**config.mk**
```make
export PLATFORM = sky130hd
export DESIGN_NAME = nfdf_back
export DESIGN_NICKNAME = d
export VERILOG_FILES = /design/src/rtl/core/nfdf_pkg.sv /design/src/rtl/core/nfdf_back.sv
export SDC_FILE = /design/constraint.sdc
export NUM_CORES = 1
export LEC_CHECK = 0
export BUFFER_PORTS_ARGS = -buffer_cell sky130_fd_sc_hd__buf_2
export CELL_PAD_IN_SITES_DETAIL_PLACEMENT = 2
export CELL_PAD_IN_SITES_GLOBAL_PLACEMENT = 2
export CORE_ASPECT_RATIO = 2
export CORE_MARGIN = 5
export CORE_UTILIZATION = 33
export CTS_BUF_LIST = sky130_fd_sc_hd__clkbuf_4
export DETAILED_ROUTE_END_ITERATION = 10
export GPL_TIMING_DRIVEN = 0
export PLACE_DENSITY = 0.75
export SYNTH_ARGS = -nofsm -noshare
export SYNTH_HDL_FRONTEND = slang
export SYNTH_SLANG_ARGS = --single-unit
```
**constraint.sdc**
```tcl
create_clock -name clk -period 2.8 [get_ports clk]
set_input_delay 0.28 -clock clk [delete_from_list [all_inputs] [get_ports clk]]
set_output_delay 0.28 -clock clk [all_outputs]
set_load 0.02 [all_outputs]
```
**src/rtl/core/nfdf_pkg.sv**
```systemverilog
package nfdf_pkg;

  // Frame store geometry: 8192 bytes, two pixels per byte
  localparam int STORE_DEPTH = 8192;
  localparam int ADDR_W      = 13;

  // Operation codes carried on the input tuser
  localparam logic [2:0] FUNC_WRITE = 3'd0;
  localparam logic [2:0] FUNC_READ  = 3'd1;
  localparam logic [2:0] FUNC_MARK  = 3'd2;
  localparam logic [2:0] FUNC_START = 3'd3;
  localparam logic [2:0] FUNC_NEXT  = 3'd4;

  // Result status codes
  localparam logic [1:0] ST_OK    = 2'd0;
  localparam logic [1:0] ST_RANGE = 2'd1;
  localparam logic [1:0] ST_EMPTY = 2'd2;

  // Store access that a request still owes after the front stage
  typedef enum logic [1:0] {
    OP_NONE,
    OP_WRITE,
    OP_READ,
    OP_FLUSH
  } op_t;

  // Front stage result, finished by the back stage with store data
  typedef struct packed {
    op_t               op;
    logic [ADDR_W-1:0] addr;
    logic              hi;
    logic [3:0]        pixel_value;
    logic [1:0]        status;
    logic              dirty_flag;
    logic              byte_valid;
    logic [5:0]        flush_row;
    logic [5:0]        column_unit;
    logic              row_start;
    logic              flush_last;
  } front_req_t;

  // Store write port
  typedef struct packed {
    logic              en;
    logic [ADDR_W-1:0] addr;
    logic [7:0]        data;
  } mem_wr_t;

endpackage

```
**src/rtl/core/nfdf_back.sv**
```systemverilog
module nfdf_back
  import nfdf_pkg::*;
(
  input  logic        clk,
  input  logic        rst,
  input  logic        accept,
  input  front_req_t  req,
  input  logic [7:0]  ram_rdata,
  input  logic        m_axis_tready,
  output logic        advance,
  output mem_wr_t     wr,
  output logic        m_axis_tvalid,
  output logic [31:0] m_axis_tdata,
  output logic        m_axis_tlast
);

  logic              s1_valid;
  front_req_t        s1;
  logic              byp_valid;
  logic [ADDR_W-1:0] byp_addr;
  logic [7:0]        byp_data;
  logic [7:0]        cur_byte;
  logic [7:0]        merged;
  logic [3:0]        rd_pixel;
  logic [7:0]        out_byte;
  logic              out_free;

  // Result register can take a new value when empty or being drained
  assign out_free = !m_axis_tvalid || m_axis_tready;

  // Stage moves when empty or when the result register frees up
  assign advance = !s1_valid || out_free;

  // Take the last write when it hit the address read alongside it
  always_comb begin
    cur_byte = (byp_valid && (byp_addr == s1.addr)) ? byp_data : ram_rdata;
    merged   = s1.hi ? {s1.pixel_value, cur_byte[3:0]} : {cur_byte[7:4], s1.pixel_value};
    rd_pixel = (s1.op == OP_READ) ? (s1.hi ? cur_byte[7:4] : cur_byte[3:0]) : 4'd0;
    out_byte = (s1.op == OP_FLUSH) ? cur_byte : 8'd0;
    wr.en    = s1_valid && advance && (s1.op == OP_WRITE);
    wr.addr  = s1.addr;
    wr.data  = merged;
  end

  // Control: stage and result valid, bypass valid
  always_ff @(posedge clk) begin
    if (rst) begin
      s1_valid      <= 1'b0;
      m_axis_tvalid <= 1'b0;
      byp_valid     <= 1'b0;
    end else begin
      if (advance) begin
        s1_valid <= accept;
      end
      if (out_free) begin
        m_axis_tvalid <= s1_valid;
      end
      if (wr.en) begin
        byp_valid <= 1'b1;
      end
    end
  end

  // Payload: stage request, result fields, last write
  always_ff @(posedge clk) begin
    if (accept) begin
      s1 <= req;
    end
    if (advance && s1_valid) begin
      m_axis_tdata <= {3'd0, s1.row_start, out_byte, s1.column_unit, s1.flush_row,
                       s1.byte_valid, s1.dirty_flag, rd_pixel, s1.status};
      m_axis_tlast <= s1.flush_last;
    end
    if (wr.en) begin
      byp_addr <= wr.addr;
      byp_data <= wr.data;
    end
  end

endmodule

```
==> impl_metrics.csv <==
group,metric,value,unit
setup_path,crit_path_cell_trace,"xnor2_1 > nand4_1 > nor4_4 > buf_4 > buf_6 > mux2i_4 > mux2i_1 > buf_4",
global_route,grt_pass1_vias,2541,
setup_path,arrival,2.46,ns
setup_path,critPathRequiredTime,2.52,ns
clock_tree,cts_tree,"yes",
setup_path,endpoint_kind,"primary output",
setup_path,crit_top_cell,"buf_4",
pwr,ir_drop,0.372,mV
yosys,syn_area,3430,um^2
timing,rsz0062_at_grt,"true",
cells_and_area,final_common_cell,"buf_2",
timing,skew,0.0199,ns
clock_tree,path_clk_slew,0.14,ns
timing,setup_viol,0,
placement,gp_congestion,0.747,
clock_tree,insertion_delay,0.44,ns
yosys,synth_top_area_share,0.780,
die,die_h,154,um
die,coreArea,10100,um^2
setup_path,criticalPathCategory,"reg -> out",
hold_path,min_path_cells,3,
timing,fmax,365,MHz
global_route,grt_pass1_wl,13700,um
clock_tree,cts_max_path_buffers,2,
die,die-area,12700,um^2
placement,hpwl,6040,um
timing,maxSlewHeadroom,0.384,
yosys,syn-mean-instance-area,18.0,um^2
hold_path,hold_path_class,"in -> reg",
setup_path,path_max_fanout,6,
yosys,ys_warn_count,0,
cells_and_area,area_growth,41.3,%
yosys,synth.ff_latch_count,92,
timing,fin_crit,2.74,ns
cells_and_area,nNetsFinal,412,
route,drtIter0Drc,124,
timing,hold_violations,0,
global_route,grt_remaining_overflow,0,
timing,timing.final.crit_share,0.978,
die,initial_core_util,0.338,
setup_path,critPathMaxStageDelay,0.47,ns
setup_path,rr_startpoint,"wr[8]$_DFFE_PP_",
placement,port_buffers,103,
global_route,track_usage,0.151,
timing,slew_violations,0,
global_route,grt_max_degree,40,
route,drt.antenna.violating_nets,0,
route,via_per_inst,4.40,
pwr,cellPowerDensity,559,nW/um^2
setup_path,critical_path.startpoint,"wr[8]$_DFFE_PP_",
die,die_x,82.1,um
timing,fin_ws,0.0617,ns
clock_tree,cts_buffers,9,
route,firstDrtPassIters,4,
pwr,cellLeakagePower,1.91,nW
outcome,status,"finished clean",
clock_tree,root_buffer,"clkbuf_4",
yosys,ys_types,20,
global_route,grt_antenna_before_repair,1,
timing,tightest_slew,0.924,ns
clock_tree,cts_sinks,92,
placement,place_ws,-0.156,ns
setup_path,r2r_setup_slack,0.69,ns
setup_path,crit_slowest_cell,"edfxtp_1",
die,rows,52,
yosys,syn_inst,190,
yosys,seq_area_frac_synth,0.797,
setup_path,ff2ff_path_depth,8,
setup_path,start_kind,"flip-flop",
setup_path,r2r_end,"m_axis_tdata[24]$_SDFFCE_PP0P_",
route,wl_per_cell,18.0,um
timing,holdWs,0.218,ns
route,drc,0,
cells_and_area,layout_common_cells,"buf_2, edfxtp_1, dlygate4sd3_1",
hold_path,hp-start,"ram_rdata[7]",
clock_tree,htreeDepth,3,
route,wl,9010,um
die,num_io_pins,107,
hold_path,min_to,"m_axis_tdata[27]$_SDFFCE_PP0P_",
cells_and_area,drive_above_1_share,0.454,
yosys,synth_top_cells_by_area,"edfxtp_1, mux2i_1, buf_4",
job,maxCapViolations,0,
yosys,synth_top_area_cell,"edfxtp_1",
route,num_vias,2210,
flip-flops by register name, summed over array words and instances (netlist names), 8 cells and up:
| name | cells |
|---|---|
| byp_addr | 13 |
| byp_data | 8 |
| m_axis_tdata | 29 |
| s1 | 25 |
| wr | 13 |
critical path: cells and delay by family (launching register included):
kind | cells | cell delay (ns)
multiplexers | 2 | 0.37
buffers and inverters | 3 | 0.54
XOR/XNOR | 1 | 0.19
flip-flops | 1 | 0.47
AND/OR/NAND/NOR | 2 | 0.46
synth_stat cells:
cell type / n
nand2_1: 3
buf_2: 1
nand4_1: 3
mux2i_1: 16
clkbuf_1: 1
a211oi_1: 6
nor4_4: 1
and3b_1: 1
buf_6: 1
edfxtp_1: 89
xnor2_1: 13
conb_1: 1
a21oi_1: 5
buf_4: 16
nor2b_1: 6
dfxtp_1: 3
inv_1: 4
a211oi_2: 2
nor2_1: 17
nand2b_1: 1
routing by layer:
layer / track usage / routed length [um] / vias up
li1: - / - / 1033
met1: 0.155 / 2990 / 1106
met2: 0.281 / 5390 / 65
met3: 0.0404 / 476 / 6
met4: 0.0571 / 153 / 0
met5: 0 / 0 / -
cell type report:
cell class                      count  area [um^2]
Fill cell                        1026         5310
Sequential cell                    92         2730
Timing Repair Buffer              158         1040
Multi-Input combinational cell     78          616
Tap cell                          135          169
Buffer                             19          140
Clock buffer                        9         67.6
Clock inverter                      6         66.3
Inverter                            4         15.0
Antenna cell                        1         2.50
metrics by stage:
stage	total power [W]	utilization	area [um^2]	cells	TNS (ns)
after floorplan	0.00183	-	3440	192	0
after global placement	0.00195	0.406	4120	430	-7.54
after detailed placement	0.00197	0.407	4130	430	-0.156
after CTS	0.00274	0.471	4780	496	-0.228
after global routing	0.00285	0.477	4840	502	-0.719
final	0.00271	0.477	4840	502	0
cell families after synthesis:
kind of cell | after synthesis | synth area share
AO/OA/AOI/OAI | 13 | 0.0277
flip-flops | 92 | 0.797
multiplexers | 16 | 0.0467
other | 1 | 0.00109
AND/OR/NAND/NOR | 32 | 0.0489
XOR/XNOR | 13 | 0.0332
buffers and inverters | 23 | 0.0453
report_power, final:
part           internal (W)  switching, W
registers           0.00160     0.0000393
logic              0.000165      0.000193
clock network      0.000267      0.000442
worst max path at each step:
stage                             to  slack [ns]  depth (start not counted)
4_1_cts                        wr[1]       -0.08                          7
2_1_floorplan  byp_addr[0]$_DFFE_PP_        0.13                          3
5_1_grt                        wr[1]       -0.10                          8
3_5_place_dp                  wr[21]       -0.16                          4
3_3_place_gp                  wr[21]       -0.54                          4
6_report                       wr[5]        0.06                          8
what timing repair did:
action                     4_1_cts  5_1_grt
hold endpoints to repair        41        0
cloned                           1        0
setup buffers                   11        5
setup endpoints to repair        9        9
hold buffers                    39        0
pin swaps                        4        1
gates resized for setup         10        6
Power figures use the tool's default switching activity.
