===== src/rtl/core/nfdf_pkg.sv =====
package nfdf_pkg;

  // Frame store geometry: 8192 bytes, two pixels per byte
  localparam int STORE_DEPTH = 8192;
  localparam int ADDR_W      = 13;

  // Operation codes carried on the input tuser
  localparam logic [2:0] FUNC_WRITE = 3'd0;
  localparam logic [2:0] FUNC_READ  = 3'd1;
  localparam logic [2:0] FUNC_MARK  = 3'd2;
  localparam logic [2:0] FUNC_START = 3'd3;
  localparam logic [2:0] FUNC_NEXT  = 3'd4;

  // Result status codes
  localparam logic [1:0] ST_OK    = 2'd0;
  localparam logic [1:0] ST_RANGE = 2'd1;
  localparam logic [1:0] ST_EMPTY = 2'd2;

  // Store access that a request still owes after the front stage
  typedef enum logic [1:0] {
    OP_NONE,
    OP_WRITE,
    OP_READ,
    OP_FLUSH
  } op_t;

  // Front stage result, finished by the back stage with store data
  typedef struct packed {
    op_t               op;
    logic [ADDR_W-1:0] addr;
    logic              hi;
    logic [3:0]        pixel_value;
    logic [1:0]        status;
    logic              dirty_flag;
    logic              byte_valid;
    logic [5:0]        flush_row;
    logic [5:0]        column_unit;
    logic              row_start;
    logic              flush_last;
  } front_req_t;

  // Store write port
  typedef struct packed {
    logic              en;
    logic [ADDR_W-1:0] addr;
    logic [7:0]        data;
  } mem_wr_t;

endpackage


===== src/rtl/core/nfdf_front.sv =====
module nfdf_front
  import nfdf_pkg::*;
#(
  parameter int SCREEN_WIDTH  = 256,
  parameter int SCREEN_HEIGHT = 64
) (
  input  logic              clk,
  input  logic              rst,
  input  logic              accept,
  input  logic [2:0]        func,
  input  logic [9:0]        x_pos,
  input  logic [7:0]        y_pos,
  input  logic [9:0]        width,
  input  logic [7:0]        height,
  input  logic [3:0]        pixel_value,
  output front_req_t        req
);

  localparam int ROW_BYTES = (SCREEN_WIDTH + 1) / 2;

  // Dirty rectangle, inclusive edges
  logic              pending_dirty, pending_dirty_next;
  logic signed [9:0] rect_left, rect_left_next;
  logic signed [7:0] rect_top, rect_top_next;
  logic signed [10:0] rect_right, rect_right_next;
  logic signed [8:0] rect_bottom, rect_bottom_next;

  // Flush walker
  logic       flush_active, flush_active_next;
  logic [8:0] flush_cursor, flush_cursor_next;
  logic [8:0] flush_span, flush_span_next;
  logic [7:0] flush_first, flush_first_next;
  logic [6:0] flush_unit, flush_unit_next;
  logic [7:0] flush_line, flush_line_next;
  logic [6:0] flush_bottom, flush_bottom_next;

  logic signed [9:0]  xs, ws;
  logic signed [7:0]  ys, hs;
  logic               on_screen;
  logic signed [10:0] mark_right;
  logic signed [8:0]  mark_bottom;
  logic [8:0]         x0;
  logic [6:0]         y0;
  logic signed [10:0] x1;
  logic signed [8:0]  y1;
  logic               rect_empty;
  logic [6:0]         unit_new;
  logic [7:0]         bstart;
  logic [8:0]         bend;
  logic [9:0]         cur_inc;
  logic [7:0]         addr_row;
  logic [9:0]         addr_col;
  logic [15:0]        addr_full;

  assign xs = $signed(x_pos);
  assign ys = $signed(y_pos);
  assign ws = $signed(width);
  assign hs = $signed(height);

  assign on_screen = !x_pos[9] && ({1'b0, x_pos} < 11'(SCREEN_WIDTH))
                  && !y_pos[7] && ({1'b0, y_pos} < 9'(SCREEN_HEIGHT));

  assign mark_right  = 11'(xs) + 11'(ws) - 11'sd1;
  assign mark_bottom = 9'(ys) + 9'(hs) - 9'sd1;

  // Clamp the pending rectangle to the screen
  assign x0 = rect_left[9] ? 9'd0 : rect_left[8:0];
  assign y0 = rect_top[7] ? 7'd0 : rect_top[6:0];
  assign x1 = (rect_right > $signed(11'(SCREEN_WIDTH - 1)))
              ? $signed(11'(SCREEN_WIDTH - 1)) : rect_right;
  assign y1 = (rect_bottom > $signed(9'(SCREEN_HEIGHT - 1)))
              ? $signed(9'(SCREEN_HEIGHT - 1)) : rect_bottom;
  assign rect_empty = ($signed({2'b00, x0}) > x1) || ($signed({2'b00, y0}) > y1);

  // Round left edge to four pixels and make the byte span even
  assign unit_new = x0[8:2];
  assign bstart   = {unit_new, 1'b0};
  assign bend     = x1[1] ? {1'b0, x1[8:1]} : ({1'b0, x1[8:1]} + 9'd1);

  assign cur_inc = {1'b0, flush_cursor} + 10'd1;

  // Byte address: row times row pitch plus byte column, wrapped at store end
  always_comb begin
    if (func == FUNC_NEXT) begin
      addr_row = flush_line;
      addr_col = 10'(flush_first) + 10'(flush_cursor);
    end else begin
      addr_row = {1'b0, y_pos[6:0]};
      addr_col = {1'b0, x_pos[9:1]};
    end
    addr_full = 16'(addr_row) * 16'(ROW_BYTES) + 16'(addr_col);
  end

  // Decode the request and work out the next state
  always_comb begin
    pending_dirty_next = pending_dirty;
    rect_left_next     = rect_left;
    rect_top_next      = rect_top;
    rect_right_next    = rect_right;
    rect_bottom_next   = rect_bottom;
    flush_active_next  = flush_active;
    flush_cursor_next  = flush_cursor;
    flush_span_next    = flush_span;
    flush_first_next   = flush_first;
    flush_unit_next    = flush_unit;
    flush_line_next    = flush_line;
    flush_bottom_next  = flush_bottom;

    req             = '0;
    req.op          = OP_NONE;
    req.addr        = addr_full[ADDR_W-1:0];
    req.hi          = !x_pos[0];
    req.pixel_value = pixel_value;
    req.status      = ST_OK;

    case (func)
      FUNC_WRITE, FUNC_READ: begin
        if (!on_screen) begin
          req.status = ST_RANGE;
        end else begin
          req.op = (func == FUNC_WRITE) ? OP_WRITE : OP_READ;
        end
      end
      FUNC_MARK: begin
        if (!width[9] && (width != '0) && !height[7] && (height != '0)) begin
          if (!pending_dirty) begin
            pending_dirty_next = 1'b1;
            rect_left_next     = xs;
            rect_top_next      = ys;
            rect_right_next    = mark_right;
            rect_bottom_next   = mark_bottom;
          end else begin
            if (rect_left > xs) rect_left_next = xs;
            if (rect_top > ys) rect_top_next = ys;
            if (rect_right < mark_right) rect_right_next = mark_right;
            if (rect_bottom < mark_bottom) rect_bottom_next = mark_bottom;
          end
        end
      end
      FUNC_START: begin
        if (!pending_dirty) begin
          req.status = ST_EMPTY;
        end else begin
          pending_dirty_next = 1'b0;
          if (rect_empty) begin
            flush_active_next = 1'b0;
            req.status        = ST_EMPTY;
          end else begin
            flush_unit_next   = unit_new;
            flush_first_next  = bstart;
            flush_span_next   = bend - 9'(bstart) + 9'd1;
            flush_cursor_next = '0;
            flush_line_next   = {1'b0, y0};
            flush_bottom_next = y1[6:0];
            flush_active_next = 1'b1;
          end
        end
      end
      FUNC_NEXT: begin
        if (!flush_active) begin
          req.status = ST_EMPTY;
        end else begin
          req.op          = OP_FLUSH;
          req.byte_valid  = 1'b1;
          req.flush_row   = flush_line[5:0];
          req.column_unit = flush_unit[5:0];
          req.row_start   = (flush_cursor == '0);
          req.flush_last  = (cur_inc == {1'b0, flush_span})
                         && (flush_line == {1'b0, flush_bottom});
          if (cur_inc >= {1'b0, flush_span}) begin
            flush_cursor_next = '0;
            flush_line_next   = flush_line + 8'd1;
            if ((flush_line + 8'd1) > {1'b0, flush_bottom}) begin
              flush_active_next = 1'b0;
            end
          end else begin
            flush_cursor_next = cur_inc[8:0];
          end
        end
      end
      default: begin
        req.status = ST_OK;
      end
    endcase

    req.dirty_flag = pending_dirty_next;
  end

  // Hold state; advance only on an accepted request
  always_ff @(posedge clk) begin
    if (rst) begin
      pending_dirty <= 1'b0;
      rect_left     <= '0;
      rect_top      <= '0;
      rect_right    <= '0;
      rect_bottom   <= '0;
      flush_active  <= 1'b0;
      flush_cursor  <= '0;
      flush_span    <= '0;
      flush_first   <= '0;
      flush_unit    <= '0;
      flush_line    <= '0;
      flush_bottom  <= '0;
    end else if (accept) begin
      pending_dirty <= pending_dirty_next;
      rect_left     <= rect_left_next;
      rect_top      <= rect_top_next;
      rect_right    <= rect_right_next;
      rect_bottom   <= rect_bottom_next;
      flush_active  <= flush_active_next;
      flush_cursor  <= flush_cursor_next;
      flush_span    <= flush_span_next;
      flush_first   <= flush_first_next;
      flush_unit    <= flush_unit_next;
      flush_line    <= flush_line_next;
      flush_bottom  <= flush_bottom_next;
    end
  end

endmodule


===== config.mk =====
export PLATFORM = sky130hd
export DESIGN_NAME = nfdf_front
export DESIGN_NICKNAME = d
export VERILOG_FILES = /design/src/rtl/core/nfdf_pkg.sv /design/src/rtl/core/nfdf_front.sv
export SDC_FILE = /design/constraint.sdc
export NUM_CORES = 1
export LEC_CHECK = 0
export BUFFER_PORTS_ARGS = -buffer_cell sky130_fd_sc_hd__buf_4
export CORE_UTILIZATION = 50
export CTS_CLUSTER_SIZE = 28
export DETAILED_ROUTE_END_ITERATION = 7
export GPL_TIMING_DRIVEN = 0
export PLACE_DENSITY = 0.7
export SLEW_MARGIN = 20
export SYNTH_ARGS = -nofsm -noshare
export SYNTH_HDL_FRONTEND = slang
export SYNTH_SLANG_ARGS = --single-unit

===== constraint.sdc =====
create_clock -name clk -period 4.71 [get_ports clk]
set_clock_uncertainty 0.05 [all_clocks]
set_input_delay 0.471 -clock clk [delete_from_list [all_inputs] [get_ports clk]]
set_output_delay 0.471 -clock clk [all_outputs]
set_load 0.1 [all_outputs]

==> impl_metrics.toml <==
[logic_synthesis]
synth-seq-cells = 79
ys_seq_area_share_pct = 20.9
async_flop_share_pct = 0
synth_fp_nets = 1135
yosysUniqueCellTypes = 63
syn-cell-area_mm2 = 0.00756
synth_flop_cell = "dfxtp_1"
synth_edf_count = 0
postSynthAreaPerCell_um2 = 7.90
synthCells = 956
yosysWarningCount = 0

[clock_tree]
cts_root_buf = "clkbuf_16"
cts_max_path_buffers = 2
cts_buffers = 9
cts.repair.resized = 0
cts_tree = "done"
path_clk_slew_ns = 0.06
post-cts-setup-buffers = 0
holdBufCountCts = 0
clk_latency_ns = 0.35
htreeDepth = 3
cts.sinks = 79

[place]
gp_congestion = 0.928
io_buffers = 78
place_area_mm2 = 0.00838
place_inst = 1218
place_ws_ns = 0.177
dp_hpwl_um = 16700

[setup_path]
critPathLaunch = "flush_cursor[1]"
path_buf_inv = 5
regToRegEndpoint = "flush_line[3]"
cp_max_fo = 7
rr_worst_depth = 14
required_ns = 4.19
crit_top_cell = "inv_1"
path_class = "flip-flop to primary output"
reg2reg_from = "flush_cursor[0]"
cp_cell_sequence = "ha_1 > inv_1 > fa_1 > inv_1 > a21oi_1 > o21bai_1 > a21o_1 > a21o_1 > xnor2_1 > o21ai_0 > ha_1 > inv_1 > fa_1 > inv_1 > a21oi_1 > nor2_1 > xnor2_1 > buf_4"
max_stage_delay_ns = 0.47
arrival_ns = 3.87
rrSetupSlack_ns = 0.57
cpLargestDelayFamily = "adder cells"
start_kind = "flip-flop"
cp_slowest_cell = "dfxtp_1"
critical_path_depth = 18
cp-end-kind = "primary output"

[global_routing]
grt_max_degree = 12
grt_use_total_pct = 27.0
grt_pass1_vias = 6604
antenna_found_initial = 0
grt_overflow = 0
grt_pass1_wl_um = 33200

[pwr]
clock_power_share_pct = 34.1
switchingPower_mw = 0.643
p_leak_nw = 4.25
vdd_drop_max_mv = 0.193
pwr-share-seq_pct = 35.9
p_total_mw = 1.88
p_per_area_mw_per_mm2 = 218
combinationalPowerShare_pct = 30.0
sw_frac_of_total_pct = 34.1
internal_power_mw = 1.24

[routing]
wl_per_cell_um = 16.8
wirelength_um = 20600
ant_nets = 0
drcViolationCount = 10
vias = 7000
initialDrtViolationCount = 538
via_per_inst = 5.69
dr.pass1.iters = 7

[floorplanning]
die_area_mm2 = 0.0156
die_x_um = 125
boundaryPins = 84
initial_core_util_pct = 51.6
rows = 44
dieHeight_um = 125
coreArea_mm2 = 0.0146

[final_layout]
utilization_pct = 58.9
layout_commonest_cell = "ha_1"
area_growth_pct = 14.2
final_cell_mix = "ha_1, inv_1, nor2_1"
stdcell_area_mm2 = 0.00863
fin_nets = 1224
drive_gt1_share_pct = 11.4
num_antenna_cells = 0
instances_no_fill = 1231

[sta]
drv_slew = 0
rsz0062_at_grt = "no"
hold_ws_ns = 0.323
worst_pin_slew_ns = 1.07
period_share_pct = 93.2
finalSetupViolCount = 0
maxClockFrequency_mhz = 228
fin_crit_ns = 4.39
slew_headroom_pct = 28.2
finalHoldViolCount = 0
setup_ws_ns = 0.319
setup_tns_ns = 0

[hold_path]
min_to = "rect_left[2]"
worstHoldStart = "x_pos[2]"
worstHoldPathType = "input pin to flip-flop"
whs_path_depth = 3

[run_status]
status = "finished with violations"
violations = "design-rule violations"

[job]
drv_cap = 0
-- routing by layer --
layer | up-vias | wire length [µm] | track usage (%)
li1 | 3480 | - | -
met2 | 237 | 9000 | 43.3
met1 | 3248 | 9760 | 36.4
met4 | 0 | 444 | 10.1
met5 | - | 0 | 0
met3 | 35 | 1420 | 4.62
-- worst reg2reg max path, cell delays in order, from the launching register on --
cell      delay [ns]
dfxtp_1         0.56
ha_1            0.30
and3_1          0.17
clkbuf_1        0.21
xor2_1          0.18
ha_1            0.26
nand4_1         0.14
nor2_1          0.07
a211oi_1        0.40
o211a_1         0.19
clkbuf_1        0.44
or2_1           0.27
clkbuf_1        0.44
a21oi_1         0.18
o21a_1          0.19
-- cell type report --
cell class / count / area [µm²]
Buffer: 43 / 203
Tap cell: 184 / 230
Clock inverter: 2 / 10.0
Inverter: 127 / 477
Clock buffer: 11 / 243
Sequential cell: 79 / 1580
Multi-Input combinational cell: 707 / 5300
Timing Repair Buffer: 78 / 586
Fill cell: 1411 / 6010
-- power by group through the flow --
stage,Sequential [mW],Combinational (mW),Clock (mW)
after global placement,0.690,0.554,0
after CTS,0.676,0.565,0.642
after detailed placement,0.690,0.562,0
final,0.676,0.566,0.641
after floorplan,0.689,0.420,0
after global routing,0.676,0.628,0.669
-- registers in the layout, summed over array words and instances, names as in the netlist --
signal / cells
flush_active: 1
flush_bottom: 7
flush_cursor: 9
flush_first: 7
flush_line: 8
flush_span: 8
pending_dirty: 1
rect_bottom: 9
rect_left: 10
rect_right: 11
rect_top: 8
-- Yosys cell counts, drive strengths merged (16+ instances only) --
library cell	count	share of area [%]
mux2i	48	6.4
nor2b	19	1.6
ha	128	21
clkbuf	30	1.5
a211oi	16	1.6
nand2b	19	1.6
a21oi	49	3.3
xor2	24	2.8
nand3	26	1.7
nand2	52	2.6
dfxtp	79	21
o21a	16	1.6
and3	20	1.7
nor2	93	4.6
xnor2	24	2.8
o21ai	41	2.7
inv	127	6.3
-- worst max-delay path by stage --
stage | end | slack (ns)
6_report | req[34] | 0.32
2_1_floorplan | req[35] | 0.10
3_3_place_gp | rect_right[10] | 0.19
4_1_cts | req[34] | 0.21
5_1_grt | rect_right[8] | 0.02
3_5_place_dp | rect_right[3] | 0.18
-- cells by family after synthesis --
group | count (synthesis) | share of synthesized area (%)
AND/OR/NAND/NOR | 283 | 18.2
AO/OA/AOI/OAI | 195 | 17.4
buffers and inverters | 170 | 8.97
adder cells (fa/ha/maj) | 133 | 22.5
flip-flops | 79 | 20.9
XOR/XNOR | 48 | 5.56
multiplexers | 48 | 6.36
Note: power is estimated with default switching activity, not from simulation.
